--- src/hw/rtl/slipdec_pkg.sv ---
// slipdec_pkg: shared types and byte codes for the slip frame decoder
// no dependencies; used by the interfaces, the decoder modules and the checker
package slipdec_pkg;

  // slip special bytes
  localparam logic [7:0] BYTE_END     = 8'hC0;
  localparam logic [7:0] BYTE_ESC     = 8'hDB;
  localparam logic [7:0] BYTE_ESC_END = 8'hDC;
  localparam logic [7:0] BYTE_ESC_ESC = 8'hDD;

  // input word commands
  localparam logic CMD_DATA    = 1'b0;
  localparam logic CMD_RESTART = 1'b1;

  // reset value of the buffer size register
  localparam logic [7:0] BUFFER_SIZE_RESET = 8'd255;

  typedef struct packed {
    logic       command;
    logic [7:0] data_byte;
  } in_item_t;

  typedef struct packed {
    logic       store_valid;
    logic [7:0] store_index;
    logic [7:0] store_byte;
    logic       frame_done;
    logic [7:0] frame_length;
  } out_item_t;

endpackage

--- src/hw/rtl/slipdec_core.sv ---
// slipdec_core: slip decode state machine and write index counter
// depends on slipdec_pkg; produces one result word per accepted input word
module slipdec_core
  import slipdec_pkg::*;
#(
  parameter int INDEX_WIDTH = 8
) (
  input  logic       clk,
  input  logic       rst_n,
  input  logic       accept,
  input  in_item_t   item,
  input  logic [7:0] buffer_size,
  output out_item_t  result
);

  // index compare width covers both the index and the 8-bit size register
  localparam int CMP_W = (INDEX_WIDTH > 8) ? INDEX_WIDTH : 8;

  typedef enum logic [1:0] {
    MODE_WAIT   = 2'd0,
    MODE_STORE  = 2'd1,
    MODE_ESCAPE = 2'd2
  } mode_t;

  mode_t                  mode_r, mode_nxt;
  logic [INDEX_WIDTH-1:0] idx_r, idx_nxt;

  logic                   do_store;
  logic                   closed;
  logic [7:0]             store_byte;
  logic [INDEX_WIDTH-1:0] idx_step;
  logic [CMP_W-1:0]       idx_cur_ext;
  logic [CMP_W-1:0]       idx_step_ext;
  logic [CMP_W-1:0]       size_ext;

  assign idx_cur_ext  = CMP_W'(idx_r);
  assign size_ext     = CMP_W'(buffer_size);
  assign idx_step     = do_store ? (idx_r + INDEX_WIDTH'(1)) : idx_r;
  assign idx_step_ext = CMP_W'(idx_step);

  // decode one word
  always_comb begin
    mode_nxt   = mode_r;
    do_store   = 1'b0;
    closed     = 1'b0;
    store_byte = item.data_byte;
    result     = '0;

    if (item.command == CMD_RESTART) begin
      mode_nxt = MODE_WAIT;
      closed   = 1'b1;
    end else begin
      unique case (mode_r)
        MODE_ESCAPE: begin
          mode_nxt = MODE_STORE;
          do_store = 1'b1;
          if (item.data_byte == BYTE_ESC_END) begin
            store_byte = BYTE_END;
          end else if (item.data_byte == BYTE_ESC_ESC) begin
            store_byte = BYTE_ESC;
          end
        end
        MODE_STORE: begin
          if (item.data_byte == BYTE_ESC) begin
            mode_nxt = MODE_ESCAPE;
          end else if (item.data_byte == BYTE_END) begin
            // end on an empty frame is dropped
            if (idx_r != '0) begin
              mode_nxt            = MODE_WAIT;
              closed              = 1'b1;
              result.frame_done   = 1'b1;
              result.frame_length = idx_cur_ext[7:0];
            end
          end else begin
            do_store = 1'b1;
          end
        end
        default: begin
          mode_nxt = (item.data_byte == BYTE_END) ? MODE_STORE : MODE_WAIT;
        end
      endcase
    end

    if (do_store) begin
      result.store_valid = 1'b1;
      result.store_index = idx_cur_ext[7:0];
      result.store_byte  = store_byte;
    end

    // next index: restart clears, buffer full wraps, frame close keeps it
    if (item.command == CMD_RESTART) begin
      idx_nxt = '0;
    end else if (!closed && (idx_step_ext == size_ext)) begin
      idx_nxt = '0;
    end else begin
      idx_nxt = idx_step;
    end
  end

  // state registers
  always_ff @(posedge clk) begin
    if (!rst_n) begin
      mode_r <= MODE_WAIT;
      idx_r  <= '0;
    end else if (accept) begin
      mode_r <= mode_nxt;
      idx_r  <= idx_nxt;
    end
  end

endmodule

--- config.mk ---
export PLATFORM = sky130hd
export DESIGN_NAME = slipdec_core
export DESIGN_NICKNAME = d
export VERILOG_FILES = /design/src/hw/rtl/slipdec_pkg.sv /design/src/hw/rtl/slipdec_core.sv
export SDC_FILE = /design/constraint.sdc
export NUM_CORES = 1
export LEC_CHECK = 0
export ABC_AREA = 1
export BUFFER_PORTS_ARGS = -buffer_cell sky130_fd_sc_hd__buf_4
export CORE_ASPECT_RATIO = 1.25
export CORE_MARGIN = 8
export CORE_UTILIZATION = 40
export DETAILED_ROUTE_END_ITERATION = 6
export PLACE_DENSITY = 0.67
export SETUP_SLACK_MARGIN = 0.2
export SYNTH_ARGS = -nofsm -noshare
export SYNTH_HDL_FRONTEND = slang
export SYNTH_SLANG_ARGS = --single-unit
--- constraint.sdc ---
create_clock -name clk -period 5.5 [get_ports clk]
set_input_delay 0.275 -clock clk [delete_from_list [all_inputs] [get_ports clk]]
set_output_delay 0.275 -clock clk [all_outputs]
set_load 0.1 [all_outputs]
; ---- Word level (Yosys, flattened, before mapping)
; Index checks and enable logic that the tools add are counted.
[word_totals]
register_bits = 10
inputBits = 20
out_inout_bits = 26
wordCells = 44
[classes]
add_sub_neg = 1
eq_ne = 9
muxes = 28
n_reduce_logical = 4
[ops]
columns = operator, count
row1 = 8-bit 2-to-1 mux, 7
row2 = 9-bit 2-to-1 mux, 5
row3 = 8-bit == test (second input constant), 4
row4 = 17-bit 2-to-1 mux, 1
row5 = 1-bit 2-to-1 mux, 9
row6 = 8-bit by 1-bit adder with 8-bit output (second input constant), 1
row7 = 8-bit == test, 1
row8 = 2-bit 2-to-1 mux, 4
row9 = 4-bit != test (second input constant), 2
row10 = 8-bit nonzero test, 1
row11 = 2-bit one-hot mux with 2 select lines, 1
row12 = 3-bit AND reduction, 1
row13 = 2-bit by 1-bit == test with 1-bit output (second input constant), 1
row14 = 2-bit == test (second input constant), 1
row15 = 1-bit one-hot mux with 2 select lines, 1
row16 = 1-bit logical AND, 1
row17 = 1-bit logical NOT, 1

; ---- Depth between registers and ports, before layout
[depth]
ltp_word = 10
depth_mapped = 20
mapped_depth_nobuf = 20

; ---- Worst setup path after synthesis
; No wires, ideal clock.
[synth_path]
path_type = register to output
startpoint = reg idx_r[0] (netlist: idx_cur_ext[0])
endpoint = out result[0] (netlist bit)
arrival_ps = 3550
required_ps = 5225
slack_ps = 1675
stages_incl_launch_ff = 8
path_buffers = 0
path_cell_list = dfxtp_1 > inv_1 > ha_1 > nand3_1 > nand3_1 > nor2_1 > inv_1 > nor2_1
[synth_rtl]
columns = item, line
row1 = from (decl), slipdec_core.sv:26  ; logic [INDEX_WIDTH-1:0] idx_r, idx_nxt;
row2 = from (signal assigned), slipdec_core.sv:107  ; idx_r <= idx_nxt;
row3 = to (decl), slipdec_core.sv:13  ; output out_item_t result

; ---- Final worst setup path
[layout_path]
startpoint = reg mode_r[0]
endpoint = reg idx_r[5] (netlist: idx_cur_ext[5])
[layout_via]
elab_chain_cells = 8
word_cells_on_any_way = 12
classes_between = eq/ne (3) / mux (7) / reduce/logical (2)
[layout_lines]
columns = item, line
row1 = from (decl), slipdec_core.sv:25  ; mode_t mode_r, mode_nxt;
row2 = from (signal assigned), slipdec_core.sv:106  ; mode_r <= mode_nxt;
row3 = 2-bit by 1-bit == test with 1-bit output / 2-bit == test (equally long branches), slipdec_core.sv:53  ; unique case (mode_r)
row4 = 1-bit one-hot mux with 2 select lines, slipdec_core.sv:53
row5 = 1-bit 2-to-1 mux, slipdec_core.sv:49  ; if (item.command == CMD_RESTART) begin
row6 = 8-bit 2-to-1 mux, slipdec_core.sv:38  ; assign idx_step = do_store ? (idx_r + INDEX_WIDTH'(1)) : idx_r;
row7 = 8-bit == test, slipdec_core.sv:93  ; end else if (!closed && (idx_step_ext == size_ext)) begin
row8 = 1-bit logical AND, slipdec_core.sv:93
row9 = 8-bit 2-to-1 mux (*), slipdec_core.sv:93
row10 = 8-bit 2-to-1 mux (*), slipdec_core.sv:91  ; if (item.command == CMD_RESTART) begin
; Mark *: on every way between the ends. The rest lies on a longest branch, timed or not.
; A chain may end at the register's enable or synchronous reset.

==> reports/qor.yml <==
place:
  hpwlAfterDp_mm: 3.107
  gp_congestion: 0.8705
  port_buffers: 45
clocking:
  cts_hold_buffers: 0
  cts_root_buffer: "clkbuf_4"
  post_cts_resized: 0
  cts_tree: "yes"
  cts.clk_slew.worst_paths_ns: 0.06
  htree_levels: 1
  cts_made_buffers: 3
  clkLatencyLatePin_ns: 0.26
  cts_num_sinks: 10
  ctsLongestPathBuffers: 2
  cts_setup_buffers: 0
worst_setup_path:
  crit_type: "reg -> reg"
  cp_max_fo: 19
  cpPeakStageDelay_ns: 0.34
  crit_family: "simple AND/OR/NAND/NOR gates"
  critical_path_required_ns: 5.64
  start_kind: "register"
  reg2reg_slack_ns: 2.76
  crit_path_cell_trace: "inv_1 -> ha_1 -> inv_1 -> nand2_1 -> nand2_2 -> nand2_2 -> inv_1 -> ha_1 -> xnor2_1 -> nand3_1 -> inv_1 -> nand2_1 -> inv_1 -> nand2_1 -> nor2_1 -> nand2_2 -> nand2_1 -> a21oi_1"
  end_kind: "register"
  crit_top_cell: "inv_1"
  cp.arrival_ns: 2.88
  cp_num_buf_inv: 5
  crit_slowest_cell: "dfxtp_1"
timing:
  slew_headroom: 0.6068
  skew_ns: 0.004034
  rsz0062_at_grt: "false"
  setup_viol: 0
  hold_violations: 0
  fin_setup_tns_ns: 0
  fmax_ghz: 0.3646
  worst_pin_slew_ns: 0.5822
  finalCritPeriodShare: 0.4986
  fin_crit_ns: 2.742
  holdWs_ns: 0.3739
  slew_viol_final: 0
power_and_ir_drop:
  p_comb_frac: 0.297
  p_leak_uw: 0.0008164
  clockPowerShare: 0.323
  seq_power_share: 0.380
  ir_drop_v: 0.0001214
  intPower_uw: 134.6
  swShare: 0.3132
  p_total_uw: 196.0
  p_sw_uw: 61.38
  cellPowerDensity_mw_per_mm2: 122.8
routing:
  drt_iter0_drc: 64
  drcViolationCount: 0
  vias: 1507
  drt_pass1_iterations: 4
  wl_per_cell_um: 11.83
  ant_nets: 0
  wirelength_mm: 3.666
  routed_via_density: 4.861
global_route:
  overflow: 0
  grt_pass1_wl_mm: 6.009
  antenna_found_initial: 0
  grt_pass1_vias: 1391
  grt.total_usage: 0.1418
  grt_max_degree: 20
synthesis:
  ys_warn_count: 0
  synth_mux_area_frac: 0
  synth_compound_area_frac: 0.09044
  synth_fa_ha_area_frac: 0.05198
  synth_xor_area_frac: 0.02183
  ys.flop_type: "dfxtp_1"
  yosys.area_share.simple: 0.5198
  syn_avg_cell_area_um2: 5.256
  synth.distinct_cells: 24
  synthesis.nets: 254
  synth_top_family_by_area: "simple AND/OR/NAND/NOR gates"
  netlist_area_mm2: 0.001204
  yosysTopAreaCell: "nand2_1"
  synth_seq_area_share: 0.1663
  async_flop_share: 0
  synth_seq_cells: 10
  netlist_top_cells_area: "nand2_1 (21%), dfxtp_1 (17%), inv_1 (12%), nor2_1 (12%), nand3_1 (9.6%)"
  synthCells: 229
  synth_edf_count: 0
  synth_top_area_frac: 0.2089
layout:
  n_antenna_cell: 0
  layout_commonest_cell: "nand2_1"
  nNetsFinal: 300
  final_cell_mix: "nand2_1 (67), buf_4 (45), inv_1 (40)"
  drive_above_1_share: 0.2007
  syn2layout_area_growth_pct: 32.64
floorplan:
  die_area_mm2: 0.005031
  initial_core_util: 0.4125
  die_w_um: 65.07
  die_y_um: 77.33
  core_area_mm2: 0.002918
  num_rows: 22
  pin_count: 46
min_path:
  hp-class: "in -> reg"
job:
  max-cap-violations: 0
outcome:
  status: "completed"
## power by group through the flow
stage                     registers (uW)  clock network (uW)  logic, uW
final                               74.5                63.2       58.2
after global routing                74.6                69.8       64.3
after CTS                           74.5                66.6       58.3
after detailed placement            76.2                   0       58.0
after global placement              76.2                   0       58.3
after floorplan                     75.9                   0       38.4
## registers in the layout, indices dropped and copies added, names as in the netlist
signal       count
idx_cur_ext      8
mode_r           2
## cell families after synthesis
logic type,after synthesis
buffers and inverters,45
AO/OA/AOI/OAI,19
XOR/XNOR,3
adder cells (fa/ha/maj),5
AND/OR/NAND/NOR,147
flip-flops,10
## worst min-delay path: cells and delay by family
kind                   cells  cell delay (ns)
AOI/OAI and AO/OA          1             0.05
buffers and inverters      2             0.26
## final cells by class
type                       instances  area [um^2]
fill                             322         1321
tap                               36        45.04
inverter                          41        153.9
clock buffer                       4        36.28
timing repair buffer              45        337.8
multi-input combinational        174        823.3
sequential                        10        200.2
## metrics by stage
step	worst slack, ns	util	area (um^2)	instances
detailed placement	2.778	0.5347	1560	306
finish	2.758	0.5472	1597	310
CTS	2.762	0.5472	1597	310
global route	2.462	0.5472	1597	310
floorplan	1.675	-	1204	229
global placement	2.808	0.5347	1560	306
## cells in the mapped netlist (2+ instances only)
master,instances
nor2_1,39
nor3_1,8
a21oi_1,11
nand2_1,67
a211oi_1,2
dfxtp_1,10
nand2_2,4
nand3_1,23
o21ai_0,3
ha_1,5
nand3b_1,4
inv_1,40
xor2_1,2
## path summary, 6_finish.rpt
kind,startpoint,to,depth (start not counted)
worst max register to register,mode_r[0],idx_cur_ext[5],18
worst min register to register,idx_cur_ext[7],idx_cur_ext[7],2
worst min-delay path,rst_n,idx_cur_ext[0],3
worst max-delay path,mode_r[0],idx_cur_ext[5],18
## layer usage
| layer | vias to the layer above | routed length [um] | global-route usage | share of wire |
|---|---|---|---|---|
| li1 | 801 | - | - | - |
| met2 | 34 | 1785 | 0.2532 | 0.49 |
| met4 | 0 | 42 | 0.05470 | 0.011 |
| met5 | - | 0 | 0 | 0 |
| met1 | 668 | 1637 | 0.1604 | 0.45 |
| met3 | 4 | 200 | 0.02586 | 0.055 |
Power figures use the tool's default switching activity.
