`config.mk`:
```
export PLATFORM = sky130hd
export DESIGN_NAME = slipdec_outbuf
export DESIGN_NICKNAME = d
export VERILOG_FILES = /design/src/hw/rtl/slipdec_pkg.sv /design/src/hw/rtl/slipdec_outbuf.sv
export SDC_FILE = /design/constraint.sdc
export NUM_CORES = 1
export LEC_CHECK = 0
export ABC_AREA = 1
export BUFFER_PORTS_ARGS = -buffer_cell sky130_fd_sc_hd__clkbuf_2
export CORE_MARGIN = 3
export CORE_UTILIZATION = 25
export DETAILED_ROUTE_END_ITERATION = 10
export GPL_ROUTABILITY_DRIVEN = 0
export HOLD_SLACK_MARGIN = 0.02
export MAX_ROUTING_LAYER = met4
export SLEW_MARGIN = 20
export SYNTH_ARGS = -nofsm -noshare
export SYNTH_HDL_FRONTEND = slang
export SYNTH_SLANG_ARGS = --single-unit
```
`constraint.sdc`:
```
create_clock -name clk -period 2.8 [get_ports clk]
set_input_delay 0.7 -clock clk [delete_from_list [all_inputs] [get_ports clk]]
set_output_delay 0.7 -clock clk [all_outputs]
set_load 0.02 [all_outputs]
```
`src/hw/rtl/slipdec_pkg.sv`:
```
// slipdec_pkg: shared types and byte codes for the slip frame decoder
// no dependencies; used by the interfaces, the decoder modules and the checker
package slipdec_pkg;

  // slip special bytes
  localparam logic [7:0] BYTE_END     = 8'hC0;
  localparam logic [7:0] BYTE_ESC     = 8'hDB;
  localparam logic [7:0] BYTE_ESC_END = 8'hDC;
  localparam logic [7:0] BYTE_ESC_ESC = 8'hDD;

  // input word commands
  localparam logic CMD_DATA    = 1'b0;
  localparam logic CMD_RESTART = 1'b1;

  // reset value of the buffer size register
  localparam logic [7:0] BUFFER_SIZE_RESET = 8'd255;

  typedef struct packed {
    logic       command;
    logic [7:0] data_byte;
  } in_item_t;

  typedef struct packed {
    logic       store_valid;
    logic [7:0] store_index;
    logic [7:0] store_byte;
    logic       frame_done;
    logic [7:0] frame_length;
  } out_item_t;

endpackage

```
`src/hw/rtl/slipdec_outbuf.sv`:
```
// slipdec_outbuf: result register with one skid entry
// depends on slipdec_pkg for the result word type
module slipdec_outbuf
  import slipdec_pkg::*;
(
  input  logic      clk,
  input  logic      rst_n,
  input  logic      push,
  input  out_item_t push_data,
  output logic      push_ready,
  output logic      out_valid,
  output out_item_t out_data,
  input  logic      out_ready
);

  logic      out_valid_r;
  logic      skid_valid_r;
  out_item_t out_data_r;
  out_item_t skid_data_r;
  logic      out_free;

  // output slot can load when empty or being taken this cycle
  assign out_free   = !out_valid_r || out_ready;
  assign push_ready = !skid_valid_r;
  assign out_valid  = out_valid_r;
  assign out_data   = out_data_r;

  // occupancy
  always_ff @(posedge clk) begin
    if (!rst_n) begin
      out_valid_r  <= 1'b0;
      skid_valid_r <= 1'b0;
    end else if (out_free) begin
      out_valid_r  <= skid_valid_r || push;
      skid_valid_r <= 1'b0;
    end else if (push) begin
      skid_valid_r <= 1'b1;
    end
  end

  // payload
  always_ff @(posedge clk) begin
    if (out_free) begin
      out_data_r <= skid_valid_r ? skid_data_r : push_data;
    end else if (push) begin
      skid_data_r <= push_data;
    end
  end

endmodule

```
**Yosys cells after proc, flatten, opt, wreduce, memory -nomap -nowiden**

Index checks and enable logic that the tools add are counted.

- Word-level logic and storage cells: 21
- Input bits: 30
- Output and inout port bits: 28
- Register bits: 54

- Muxes and demuxes: 1
- Bitwise gates (word level): 2
- Reductions and logical operators: 6

Operators with widths:

| cell | count |
|---|---|
| 26-bit 2-to-1 mux | 1 |
| 1-bit logical NOT | 2 |
| 1-bit logical OR | 2 |
| 1-bit NOT | 2 |
| 2-bit AND reduction | 1 |
| 2-bit OR reduction | 1 |

**Longest topological paths before layout**

Gate-level depths: netlist (run 1).

- Word-level depth: 4
- Mapped depth: 4
- Depth with buffers taken out: 3

**Worst setup path after synthesis (run 1)**

Ideal clock, no wire load.

- Kind: input to register
- Start point: input out_ready
- End point: register skid_data_r[0] in the netlist's numbering (enable)
- Stages: 3
- Data arrival time: 2.538 ns
- Path slack: -0.147 ns
- Buffers on the path: 0
- Required time: 2.391 ns
- Library setup time: 0.409 ns
- Path through: inv_1 nand2_1 nor2_1

- Word-level cells in the longest chain between the ends: 3

Ends and longest elaborated chain:

| element | RTL line | RTL |
|---|---|---|
| start: declaration | slipdec_outbuf.sv:13 | `input logic out_ready` |
| 1-bit logical OR | slipdec_outbuf.sv:23 | `assign out_free = !out_valid_r \|\| out_ready;` |
| named net out_free | slipdec_outbuf.sv:20 | `logic out_free;` |
| 1-bit NOT (no line) | -- |  |
| 2-bit AND reduction (no line) | -- |  |
| end signal: assignment | slipdec_outbuf.sv:46 | `skid_data_r <= push_data;` |
| end: declaration | slipdec_outbuf.sv:19 | `out_item_t skid_data_r;` |

The timed path passes the listed nets, and every way through them passes these cells.
A chain may end at the register's enable or synchronous reset.

**Final worst setup path (run 1)**

- Start point: register out_data_r (netlist bit out_data[0])
- End point: output out_data[0] in the netlist's numbering

RTL lines:

| element | RTL line | RTL |
|---|---|---|
| start: declaration | slipdec_outbuf.sv:18 | `out_item_t out_data_r;` |
| start signal: assignment | slipdec_outbuf.sv:44 | `out_data_r <= skid_valid_r ? skid_data_r : push_data;` |
| end: declaration | slipdec_outbuf.sv:12 | `output out_item_t out_data,` |

No word-level cell between the ends.

==> results.ini, run 1 <==
[timing]
fin_crit_ns = 1.57
fin_setup_tns_ns = 0
fin_crit_sh_pct = 56.1
finalMaxSlewViolations = 0
rsz0062_at_grt = false
tightest_slew_ns = 0.401
slew_headroom_pct = 73.2
fmax_ghz = 0.636
holdWs_ns = 0.518
finalHoldViolations = 0
fin_skew_ns = 0.00763
setup-violations-final = 0

[setup_path]
worstSetupPathType = reg2out
crit_slowest_cell = edfxtp_1
path_max_fanout = 1
cp_num_buf_inv = 1
critPathMaxStageDelay_ns = 0.40
cp-start-kind = register
required_ns = 2.10
path_delay_family = flip-flops
crit_chain = clkbuf_2
cp.arrival_ns = 0.87
end_kind = output port

[clock_tree]
numCtsBuffers = 5
clock_sinks = 54
cts.clk_slew.worst_paths_ns = 0.09
cts_tree = yes
htreeDepth = 2
ctsResizeCount = 0
cts_setup_buffers = 0
cts_buffer_depth = 2
cts_hold_buf = 0
clock_latency_ns = 0.30
root_buffer = clkbuf_8

[drt]
drt_iter0_drc = 44
finalWirelength_um = 3690
drtAntennaViolNets = 0
avgViaCountPerCell = 3.76
drt_first_pass_iters = 4
dr_total_vias = 1176
drt-wirelength-per-cell_um = 11.8
drc = 0

[outcome]
status = finished clean

[placement]
io_buffer_count = 57
dpl.hpwl_um = 2730

[synth]
synth_area_leaders = edfxtp_1 78%, nand2_1 15%, dfxtp_1 2.0%
yosysWarnings = 0
synth_seq_cells = 54
syn-num-nets = 177
yosysTopAreaCell = edfxtp_1
yosysSeqAreaShare_pct = 80.0
yosysUniqueCellTypes = 11
synthCells = 147
synth_top_area_share_pct = 78.0
synth.avg_cell_area_um2 = 13.6
syn-cell-area_um2 = 2000

[floorplan]
die_w_um = 95.5
die_h_um = 95.5
io_pins = 58
rows = 32
initial_utilization_pct = 25.8
die-area_um2 = 9120
core_area_um2 = 7770

[power_and_ir_drop]
peakVddDrop_mv = 0.275
leakage_uw = 0.00109
powerDensity_nw_per_um2 = 634

[global_routing]
grt.overflow.total = 0
grt_pass1_vias = 1164
track_usage_pct = 9.19
grt_max_degree = 29
grt_pass1_wl_um = 5930
antenna_found_initial = 0

[cells_and_area]
final_cell_mix = 78 x nand2_1, 57 x clkbuf_2, 52 x edfxtp_1
antennaDiodeCount = 0
final_util_pct = 32.4
area_delta_synth_final_pct = 25.7
nets = 241
drive_gt1_share_pct = 34.6
final_common_cell = nand2_1

[run]
cap_violations = 0

[hold_path]
holdCritPathClass = reg2reg

==> cell type report <==
type	count	area (um^2)
clock inverters	2	38.8
flip-flops and latches	54	1600
inverters	3	11.3
multi-input cells	85	334
clock buffers	5	68.8
repair buffers	62	335
well taps	102	128
fillers	813	5250
==> path summary, 6_finish.rpt <==
path	to	start	cells after the start	slack [ns]
max	out_data[0]	out_data[0]$_DFFE_PP_	1	1.23
min	out_data[19]$_DFFE_PP_	skid_data_r[19]$_DFFE_PP_	2	0.52
max reg2reg	skid_data_r[8]$_DFFE_PP_	out_valid$_SDFFE_PN0P_	3	1.49
min reg2reg	out_data[19]$_DFFE_PP_	skid_data_r[19]$_DFFE_PP_	2	0.52
==> cells by family after synthesis <==
logic type / share of synthesized area (%)
AOI/OAI and AO/OA: 0.250
DFF: 80.0
and+or+nand+nor: 16.1
buffers and inverters: 3.75
==> state kept, by name (all words and copies together) (netlist names) <==
signal	cells
out_data	26
skid_data_r	26
out_valid	1
skid_valid_r	1
==> synth_stat cells, drive strengths merged <==
| cell type | count |
|---|---|
| dfxtp | 2 |
| edfxtp | 52 |
| o21ai | 1 |
| nand3 | 1 |
| buf | 5 |
| nand2 | 80 |
| nor2 | 3 |
| inv | 3 |
==> per-layer routing <==
metal / global-route usage [%] / routed length (um) / up-vias
met1: 11.1 / 1640 / 521
met3: 2.53 / 195 / 2
met2: 14.7 / 1830 / 36
met4: 3.55 / 25 / 0
met5: - / 0 / -
li1: - / - / 617
==> per-stage QoR <==
step | setup WS, ns | instances | total power, uW | area [um^2]
finish | 1.23 | 313 | 1600 | 2520
global route | 1.18 | 313 | 1680 | 2520
CTS | 1.21 | 313 | 1620 | 2520
detailed placement | 0.971 | 306 | 1120 | 2410
global placement | 1.02 | 306 | 1120 | 2410
floorplan | 0.273 | 147 | 1050 | 2010
==> power breakdown <==
| part | total, uW | switching (uW) | internal [uW] |
|---|---|---|---|
| logic | 152 | 101 | 51.1 |
| clock network | 497 | 234 | 263 |
| registers | 947 | 11.3 | 935 |
No activity file was read; power rests on OpenSTA's default activity.
==> run 2, diff against run 1 <==
- ABC_AREA: 1 -> 0
- clock period: 2.8 -> 1.4 ns (I/O delays scaled with it)
==> results.ini, run 2 <==
[hold_path]
hold_end = skid_data_r[2]$_DFFE_PP_
holdCritPathClass = in2reg
hold_depth = 1  ; -1
hold_start = push_data[2]

[timing]
finalMaxSlewViolations = 0  ; unchanged
tightest_slew_ns = 0.230  ; -0.171 ns
fin_ws_ns = 0.125  ; -1.10 ns
finalHoldViolations = 0  ; unchanged
slew_headroom_pct = 84.7  ; +11 points
fin_skew_ns = 0.00428  ; -0.00334 ns
fmax_ghz = 0.784
fin_crit_ns = 1.27
rsz0062_at_grt = false
setup-violations-final = 0  ; unchanged
fin_crit_sh_pct = 91.1
fin_setup_tns_ns = 0  ; unchanged

[global_routing]
grt_max_degree = 27  ; -6.9%
track_usage_pct = 7.92  ; -1.3 points
antenna_found_initial = 0  ; unchanged
grt_pass1_vias = 1028  ; -12%
grt.overflow.total = 0  ; unchanged
grt_pass1_wl_um = 5640  ; -4.9%

[cells_and_area]
drive_gt1_share_pct = 64.3  ; +30 points
antennaDiodeCount = 0  ; unchanged
area_delta_synth_final_pct = 27.4
final_common_cell = clkbuf_2
final_cell_mix = 57 x clkbuf_2, 52 x edfxtp_1, 18 x mux2_4
final_util_pct = 33.4  ; +0.99 points
postLayoutCellArea_um2 = 2620  ; +4.1%
nets = 186  ; -23%

[floorplan]
initial_utilization_pct = 26.2  ; +0.42 points
die-area_um2 = 9350  ; +2.5%
die_h_um = 96.7  ; +1.2%
die_w_um = 96.7  ; +1.2%
io_pins = 58  ; unchanged
rows = 32  ; unchanged
core_area_um2 = 7850  ; +1.0%

[clock_tree]
clock_latency_ns = 0.29  ; about the same
cts_hold_buf = 0  ; unchanged
cts_setup_buffers = 0  ; unchanged
htreeDepth = 2  ; unchanged
cts.clk_slew.worst_paths_ns = 0.09  ; about the same
root_buffer = clkbuf_8
clock_sinks = 54  ; unchanged
cts_tree = yes
numCtsBuffers = 5  ; unchanged
cts_buffer_depth = 2  ; unchanged
ctsResizeCount = 0  ; unchanged

[synth]
synthMuxAreaShare_pct = 17.5  ; +18 points
synth.avg_cell_area_um2 = 22.9  ; +68%
synthXorXnorAreaFrac_pct = 0  ; unchanged
synthCells = 90  ; -39%
yosys_most_used_dff = edfxtp_1
yosysUniqueCellTypes = 12  ; +1
async_flop_share_pct = 0  ; unchanged
synth_compound_area_share_pct = 0.365  ; +0.12 points
yosysWarnings = 0  ; unchanged
synth-simple-area-share_pct = 1.40  ; -15 points
yosysSeqAreaShare_pct = 77.9  ; -2.1 points
synth_seq_cells = 54  ; unchanged
syn-num-nets = 120  ; -32%
synth_fa_ha_area_share_pct = 0  ; unchanged
synthMostInstantiatedCell = edfxtp_1
synth_top_area_share_pct = 75.9  ; -2.0 points
synth_area_leaders = edfxtp_1 76%, mux2_4 13%, mux2_2 4.4%
yosysTopAreaCell = edfxtp_1
syn-cell-area_um2 = 2060  ; +2.7%
yosys-top-cells-count = 52 x edfxtp_1, 18 x mux2_4, 8 x mux2_2
synth_edf_count = 52  ; unchanged
synth_top_family_by_area = multiplexers

[drt]
finalWirelength_um = 3520  ; -4.7%
avgViaCountPerCell = 3.80  ; +1.2%
drt_first_pass_iters = 3  ; -1
drt_iter0_drc = 22  ; -50%
drtAntennaViolNets = 0  ; unchanged
drc = 0  ; unchanged
drt-wirelength-per-cell_um = 13.6  ; +15%
dr_total_vias = 985  ; -16%

[setup_path]
crit_chain = inv_1 > clkbuf_2
crit_slowest_cell = dfxtp_2
worstSetupPathType = reg2out
required_ns = 1.05  ; -1.05 ns
end_kind = output port
rr_startpoint = skid_valid_r$_SDFFE_PP0P_
rr_worst_depth = 2  ; -1
path_max_fanout = 4  ; +3
reg2reg_to = out_data[4]$_DFFE_PP_
cp-start-kind = register
cp.arrival_ns = 0.92  ; +0.05 ns
reg2reg_slack_ns = 0.23  ; -1.26 ns
critPathMaxStageDelay_ns = 0.42  ; +0.02 ns

[placement]
place_area_um2 = 2510  ; +4.2%
dpl.hpwl_um = 2610  ; -4.6%
io_buffer_count = 57  ; unchanged
pre_cts_ws_ns = 0.182  ; -0.789 ns

[power_and_ir_drop]
peakVddDrop_mv = 0.407  ; +48%
leakage_uw = 0.00102  ; -6.4%
powerDensity_nw_per_um2 = 1230  ; +94%

[run]
cap_violations = 0  ; unchanged

[outcome]
status = finished clean

-- run 2: power breakdown --
group	switching (uW)	internal (uW)
Combinational	169	138
Sequential	24.0	1860
Clock	490	534
-- run 2: worst max-delay path by stage --
stage                         startpoint                   endpoint  slack (ns)
2_1_floorplan                  out_ready   skid_data_r[0]$_DFFE_PP_        -0.1
3_3_place_gp                   out_ready   skid_data_r[7]$_DFFE_PP_        0.20
3_5_place_dp                   out_ready  skid_data_r[21]$_DFFE_PP_        0.18
4_1_cts        skid_valid_r$_SDFFE_PP0P_                 push_ready         0.1
5_1_grt        skid_valid_r$_SDFFE_PP0P_                 push_ready        0.05
6_report       skid_valid_r$_SDFFE_PP0P_                 push_ready        0.13
-- run 2: cell families after synthesis --
logic type / after synthesis
flip-flops: 54
multiplexers: 26
buffers and inverters: 5
AND/OR/NAND/NOR: 4
AO/OA/AOI/OAI: 1
-- run 2: metrics by stage --
step	hold slack (ns)	power [uW]	instances
4_1_cts	0.226	3270	259
2_1_floorplan	0.449	2100	90
5_1_grt	0.221	3360	259
3_3_place_gp	0.530	2230	251
3_5_place_dp	0.535	2240	251
6_report	0.238	3220	259
-- run 2: layer usage --
layer / up-vias / global-route usage (%) / part of all wire, %
li1: 483 / - / -
met1: 463 / 10.2 / 47
met2: 37 / 11.6 / 46
met3: 2 / 3.39 / 6.4
met4: 0 / 1.94 / 0.37
met5: - / - / 0
-- run 2: cell type report --
type,instances,area (um^2)
Fill cell,781,5230
Tap cell,102,128
Sequential cell,54,1600
Timing Repair Buffer,62,360
Clock inverter,2,37.5
Inverter,2,7.51
Clock buffer,6,72.6
Multi-Input combinational cell,31,412
-- run 2: worst max-delay path: cells and delay by family (launching register included) --
kind     cells  cell delay (ns)
flops        1             0.42
buf+inv      2             0.21
